--- config.mk ---
export PLATFORM = sky130hd
export DESIGN_NAME = slrf_ctrl
export DESIGN_NICKNAME = d
export VERILOG_FILES = /design/src/hw/rtl/slrf_pkg.sv /design/src/hw/rtl/slrf_ctrl.sv
export SDC_FILE = /design/constraint.sdc
export NUM_CORES = 1
export LEC_CHECK = 0
export ABC_CLOCK_PERIOD_IN_PS = 1800
export BUFFER_PORTS_ARGS = -buffer_cell sky130_fd_sc_hd__buf_4
export CAP_MARGIN = 5
export CELL_PAD_IN_SITES_DETAIL_PLACEMENT = 1
export CELL_PAD_IN_SITES_GLOBAL_PLACEMENT = 1
export CORE_ASPECT_RATIO = 1.4
export CORE_MARGIN = 2
export CORE_UTILIZATION = 37
export DETAILED_ROUTE_END_ITERATION = 12
export PLACE_DENSITY_LB_ADDON = 0.1
export SETUP_SLACK_MARGIN = 0.05
export SLEW_MARGIN = 20
export SYNTH_ARGS = -nofsm -noshare
export SYNTH_HDL_FRONTEND = slang
export SYNTH_SLANG_ARGS = --single-unit
--- constraint.sdc ---
create_clock -name clk -period 1.8 [get_ports clk]
set_input_delay 0.09 -clock clk [delete_from_list [all_inputs] [get_ports clk]]
set_output_delay 0.09 -clock clk [all_outputs]
set_load 0.02 [all_outputs]
--- src/hw/rtl/slrf_pkg.sv ---
// shared types and constants for the least-squares line fit block
`default_nettype none
package slrf_pkg;

	// item opcodes
	typedef enum logic [1:0] {
		OP_FIT     = 2'd0,
		OP_SCORE   = 2'd1,
		OP_PREDICT = 2'd2
	} opcode_t;

	// result kinds
	localparam logic [1:0] RK_FIT  = 2'd0;
	localparam logic [1:0] RK_MSE  = 2'd1;
	localparam logic [1:0] RK_PRED = 2'd2;

	// fixed datapath widths
	localparam int LIN_W     = 49;   // slope*x + intercept*2^8, scale 2^16
	localparam int MUL_P_W   = 112;  // shift-add multiplier product
	localparam int MUL_B_W   = 48;   // multiplier bits consumed, one per cycle
	localparam int MUL_CNT_W = 6;
	localparam int DIV_N_W   = 96;   // divider numerator magnitude
	localparam int DIV_D_W   = 64;   // divider denominator magnitude
	localparam int DIV_CNT_W = 7;
	localparam int SQ_LSB    = 32;   // squared error scaled down to an unsigned 64-bit integer (Q64.0)
	localparam int MSE_W     = 48;

	localparam logic signed [31:0] Q_ONE   = 32'sh0001_0000;
	localparam logic signed [31:0] S32_MAX = 32'sh7FFF_FFFF;
	localparam logic signed [31:0] S32_MIN = 32'sh8000_0000;

	// product selection for the shared multiplier
	typedef enum logic [2:0] {
		MS_NXX,
		MS_SXSX,
		MS_NXY,
		MS_SXSY,
		MS_XXSY,
		MS_SXXY,
		MS_DD
	} mul_sel_t;

	// quotient selection for the shared divider
	typedef enum logic [1:0] {
		DS_WEIGHT,
		DS_BIAS,
		DS_MEAN,
		DS_MSE
	} div_sel_t;

	typedef enum logic [3:0] {
		S_IDLE,
		S_EXEC,
		S_POST,
		S_MGO,
		S_MWAIT,
		S_MWB,
		S_DGO,
		S_DWAIT,
		S_DWB,
		S_EMIT
	} state_t;

	typedef struct packed {
		logic       item_load;
		logic       acc_fit;
		logic       cnt_inc;
		logic       lin_calc;
		logic       d_calc;
		logic       mul_start;
		logic       mul_wb;
		mul_sel_t   mul_sel;
		logic       div_start;
		logic       div_wb;
		div_sel_t   div_sel;
		logic       emit;
		logic [1:0] emit_kind;
		logic       clear;
	} cmd_t;

	typedef struct packed {
		logic [1:0] op;
		logic       last;
		logic       cnt_ok;
		logic       mul_busy;
		logic       div_busy;
		logic       den_zero;
		logic       out_free;
	} status_t;

endpackage
`default_nettype wire

--- src/hw/rtl/slrf_ctrl.sv ---
// sequencer for item handling, multiply and divide bursts
`default_nettype none
module slrf_ctrl import slrf_pkg::*; (
	input  logic    clk,
	input  logic    arst_n,
	input  logic    in_valid,
	output logic    in_ready,
	input  status_t st,
	output cmd_t    cmd
);

	state_t   state_q, state_d;
	mul_sel_t msel_q, msel_d;
	div_sel_t dsel_q, dsel_d;

	// state registers
	always_ff @(posedge clk or negedge arst_n) begin
		if (!arst_n) begin
			state_q <= S_IDLE;
			msel_q  <= MS_NXX;
			dsel_q  <= DS_WEIGHT;
		end else begin
			state_q <= state_d;
			msel_q  <= msel_d;
			dsel_q  <= dsel_d;
		end
	end

	// next state
	always_comb begin
		state_d = state_q;
		msel_d  = msel_q;
		dsel_d  = dsel_q;
		unique case (state_q)
			S_IDLE: if (in_valid) state_d = S_EXEC;
			S_EXEC: begin
				case (st.op) inside
					OP_FIT: begin
						if (st.last) begin
							msel_d  = MS_NXX;
							state_d = S_MGO;
						end else begin
							state_d = S_IDLE;
						end
					end
					OP_SCORE, OP_PREDICT: state_d = S_POST;
					default: state_d = S_IDLE;
				endcase
			end
			S_POST: begin
				if (st.op == OP_PREDICT) begin
					state_d = S_EMIT;
				end else if (st.cnt_ok) begin
					msel_d  = MS_DD;
					state_d = S_MGO;
				end else if (st.last) begin
					dsel_d  = DS_MSE;
					state_d = S_DGO;
				end else begin
					state_d = S_IDLE;
				end
			end
			S_MGO:   state_d = S_MWAIT;
			S_MWAIT: if (!st.mul_busy) state_d = S_MWB;
			S_MWB: begin
				state_d = S_MGO;
				unique case (msel_q)
					MS_NXX:  msel_d = MS_SXSX;
					MS_SXSX: msel_d = MS_NXY;
					MS_NXY:  msel_d = MS_SXSY;
					MS_SXSY: msel_d = MS_XXSY;
					MS_XXSY: msel_d = MS_SXXY;
					MS_SXXY: begin
						dsel_d  = st.den_zero ? DS_MEAN : DS_WEIGHT;
						state_d = S_DGO;
					end
					MS_DD: begin
						if (st.last) begin
							dsel_d  = DS_MSE;
							state_d = S_DGO;
						end else begin
							state_d = S_IDLE;
						end
					end
					default: state_d = S_IDLE;
				endcase
			end
			S_DGO:   state_d = S_DWAIT;
			S_DWAIT: if (!st.div_busy) state_d = S_DWB;
			S_DWB: begin
				if (dsel_q == DS_WEIGHT) begin
					dsel_d  = DS_BIAS;
					state_d = S_DGO;
				end else begin
					state_d = S_EMIT;
				end
			end
			S_EMIT:  if (st.out_free) state_d = S_IDLE;
			default: state_d = S_IDLE;
		endcase
	end

	// commands to the datapath
	always_comb begin
		cmd      = '0;
		in_ready = 1'b0;
		cmd.mul_sel = msel_q;
		cmd.div_sel = dsel_q;
		unique case (state_q)
			S_IDLE: begin
				in_ready      = 1'b1;
				cmd.item_load = in_valid;
			end
			S_EXEC: begin
				cmd.acc_fit  = (st.op == OP_FIT) && st.cnt_ok;
				cmd.lin_calc = (st.op == OP_SCORE) || (st.op == OP_PREDICT);
			end
			S_POST: begin
				cmd.d_calc  = (st.op == OP_SCORE);
				cmd.cnt_inc = (st.op == OP_SCORE) && st.cnt_ok;
			end
			S_MGO: cmd.mul_start = 1'b1;
			S_MWB: cmd.mul_wb    = 1'b1;
			S_DGO: cmd.div_start = 1'b1;
			S_DWB: cmd.div_wb    = 1'b1;
			S_EMIT: begin
				cmd.emit  = st.out_free;
				cmd.clear = st.out_free && st.last && (st.op != OP_PREDICT);
				case (st.op) inside
					OP_FIT:   cmd.emit_kind = RK_FIT;
					OP_SCORE: cmd.emit_kind = RK_MSE;
					default:  cmd.emit_kind = RK_PRED;
				endcase
			end
			default: ;
		endcase
	end

endmodule
`default_nettype wire

==> flow_summary_export.csv <==
group,metric,value,unit
status,status,"finished clean",
grt,grt_use_total,24.4,%
cells_and_area,antennaDiodeCount,0,
sta,finalSetupTns,0,ns
synthesis,synth_ff_type,"dfrtp_1",
cells_and_area,layout_common_cells,"buf_4, buf_6, inv_1",
cts,cts_buffer_depth,2,
setup_path,start_kind,"flip-flop",
die,rows,22,
synthesis,synth.ff_latch_count,9,
cts,cts.clk_slew.worst_paths,0.08,ns
sta,fin_crit_sh,97.6,%
sta,slew_headroom,68.6,%
pwr,design_power_total,2.28,mW
routing,wirelength_met1,1550,um
sta,worst_pin_slew,0.466,ns
sta,setup_viol,0,
synthesis,ys_async_sr_fraction,100,%
routing,via_per_inst,5.75,
cells_and_area,syn_to_final_growth,59.5,%
routing,dr.pass1.iters,4,
cts,root_buffer,"clkbuf_4",
cts,cts.sinks,9,
setup_path,worstReg2RegEnd,"dsel_q[0]",
synthesis,mappedNetlistArea,998,sq um
placement,port_buffers,29,
die,chipHeight,65.5,um
setup_path,ff2ff_path_depth,6,
cts,cts_buffers,3,
die,ios,30,
placement,dp_hpwl,2720,um
sta,finalWorstSetupSlack,0.0427,ns
synthesis,synth_seq_area_share,22.6,%
synthesis,yosysWarnings,0,
routing,wl,3940,um
placement,pre_cts_ws,0.0575,ns
setup_path,worst_ep_arrival_time,1.93,ns
routing,wl_met2,2110,um
routing,dr_wl_met3,114,um
cells_and_area,final_common_cell,"buf_4",
sta,rsz0062_at_grt,"yes",
routing,ant_nets,0,
synthesis,yosysUniqueCellTypes,48,
pwr,irDropWorstVdd,0.813,mV
synthesis,synth_cells,120,
grt,grt_pass1_wl,5550,um
setup_path,path_cells,"buf_6 > buf_4 > or4b_4 > o22ai_4 > a211oi_2 > o22a_1",
routing,num_vias,1190,
die,coreArea,2590,sq um
cts,cts_tree,"done",
sta,hold_viol_final,0,
setup_path,crit_required,1.98,ns
synthesis,syn-num-nets,135,
sta,slew_viol_final,0,
routing,highest_layer,"met4",
min_path,min_path_type,"in -> reg",
setup_path,r2r_setup_slack,0.04,ns
synthesis,syn_avg_cell_area,8.32,sq um
grt,grt_start_max_net_pins,12,
setup_path,r2r-start,"state_q[1]",
setup_path,worstSetupPathType,"reg -> reg",
setup_path,crit_slowest_cell,"or4b_4",
grt,antenna_found_initial,0,
die,die_w,47.9,um
min_path,whs_path_depth,2,
pwr,power_leakage,0.728,nW
cts,htreeDepth,1,
sta,skew,0.0115,ns
sta,hold_slack,0.0161,ns
setup_path,max_stage_delay,0.51,ns
cells_and_area,utilization,61.6,%
sta,max_freq,569,MHz
routing,drtIter0Drc,17,
routing,wl_per_cell,19.0,um
routing,drc_errors,0,
cells_and_area,layout-drive-gt1-share,50.9,%
cts,insertion_delay,0.28,ns
min_path,hp-start,"st[0]",
die,dieArea,3140,sq um
setup_path,endpoint_kind,"flip-flop",
sta,fin_crit,1.76,ns
flow_run,drv_cap,0,
grt,overflow,0,
setup_path,worstPathMaxFanout,5,
grt,grt_pass1_vias,1189,
placement,gp_congestion,0.914,
cells_and_area,nNetsFinal,187,
synthesis,synth-edff-count,0,
pwr,powerDensity,1430,nW/um^2
die,start_util,38.6,%
min_path,worstHoldEndpoint,"state_q[3]",
==> registers in the layout, indices dropped and copies added (netlist names) <==
name and flops:
state_q 4, dsel_q 2, msel_q 3
==> cells by family after synthesis <==
logic type               after synthesis  share of synthesized area, %
AO/OA/AOI/OAI                         37                          29.1
buffers and inverters                 18                          8.90
flip-flops                             9                          22.6
adder cells (fa/ha/maj)                4                          5.01
multiplexers                           1                          1.00
AND/OR/NAND/NOR                       49                          31.7
XOR/XNOR                               2                          1.75
==> synth_stat cells (all sizes together), types with 3 or more instances <==
cell type	number	share of area [%]
dfrtp	9	23
o21ai	9	4.5
inv	8	3.0
and3	7	4.4
buf	7	4.6
nor2	6	2.3
nor2b	6	3.8
nand2	5	1.9
a21oi	4	2.0
ha	4	5.0
a31oi	3	1.9
and2	3	1.9
clkbuf	3	1.3
nand2b	3	1.9
nor3b	3	2.3
nor4b	3	2.6
o211ai	3	2.3
==> power breakdown <==
part | internal, mW | total [mW] | switching [mW] | leakage (nW)
combinational | 0.827 | 1.72 | 0.892 | 0.605
sequential | 0.282 | 0.386 | 0.104 | 0.106
clock | 0.0825 | 0.173 | 0.0908 | 0.0177
==> metal layers <==
layer,GRT usage (%),up-vias
met2,43.8,36
met4,8.45,0
met3,2.75,12
li1,-,551
met5,0,-
met1,27.7,591
==> worst max-delay path by stage <==
stage,cells past startpoint,slack [ns],end,start
floorplan,5,0.17,cmd[0],state_q[3]
global placement,5,0.13,dsel_q[0],state_q[1]
detailed placement,5,0.06,dsel_q[1],state_q[2]
CTS,6,0.04,cmd[0],state_q[0]
global route,5,-0.03,cmd[14],state_q[1]
finish,6,0.04,dsel_q[0],state_q[1]
==> critical path, delay by kind of cell (launching register included) <==
kind,cells,cell delay (ns)
AO/OA/AOI/OAI,3,0.42
buffers and inverters,2,0.28
AND/OR/NAND/NOR,1,0.51
flip-flops,1,0.43
==> cell type report <==
cell class | count | area [sq um]
fillers | 320 | 995
well taps | 36 | 45.0
repair buffers | 57 | 458
multi-input cells | 93 | 802
clock buffers | 3 | 22.5
inverters | 8 | 30.0
clock inverters | 1 | 5.00
flip-flops and latches | 9 | 230
==> what timing repair did <==
| action | CTS | global route |
|---|---|---|
| hold buffers | 1 | 0 |
| cloned | 0 | 1 |
| buffers inserted | 4 | 5 |
| pin swaps | 0 | 6 |
| setup endpoints to repair | 3 | 14 |
| resized for setup | 5 | 29 |
| hold endpoints to repair | 9 | 0 |
==> stage by stage <==
step                      area, sq um  cells
after global routing             1590    207
final                            1590    207
after detailed placement         1340    192
after global placement           1340    192
after floorplan                  1010    120
after CTS                        1420    201
Note: power is estimated with default switching activity, not from simulation.
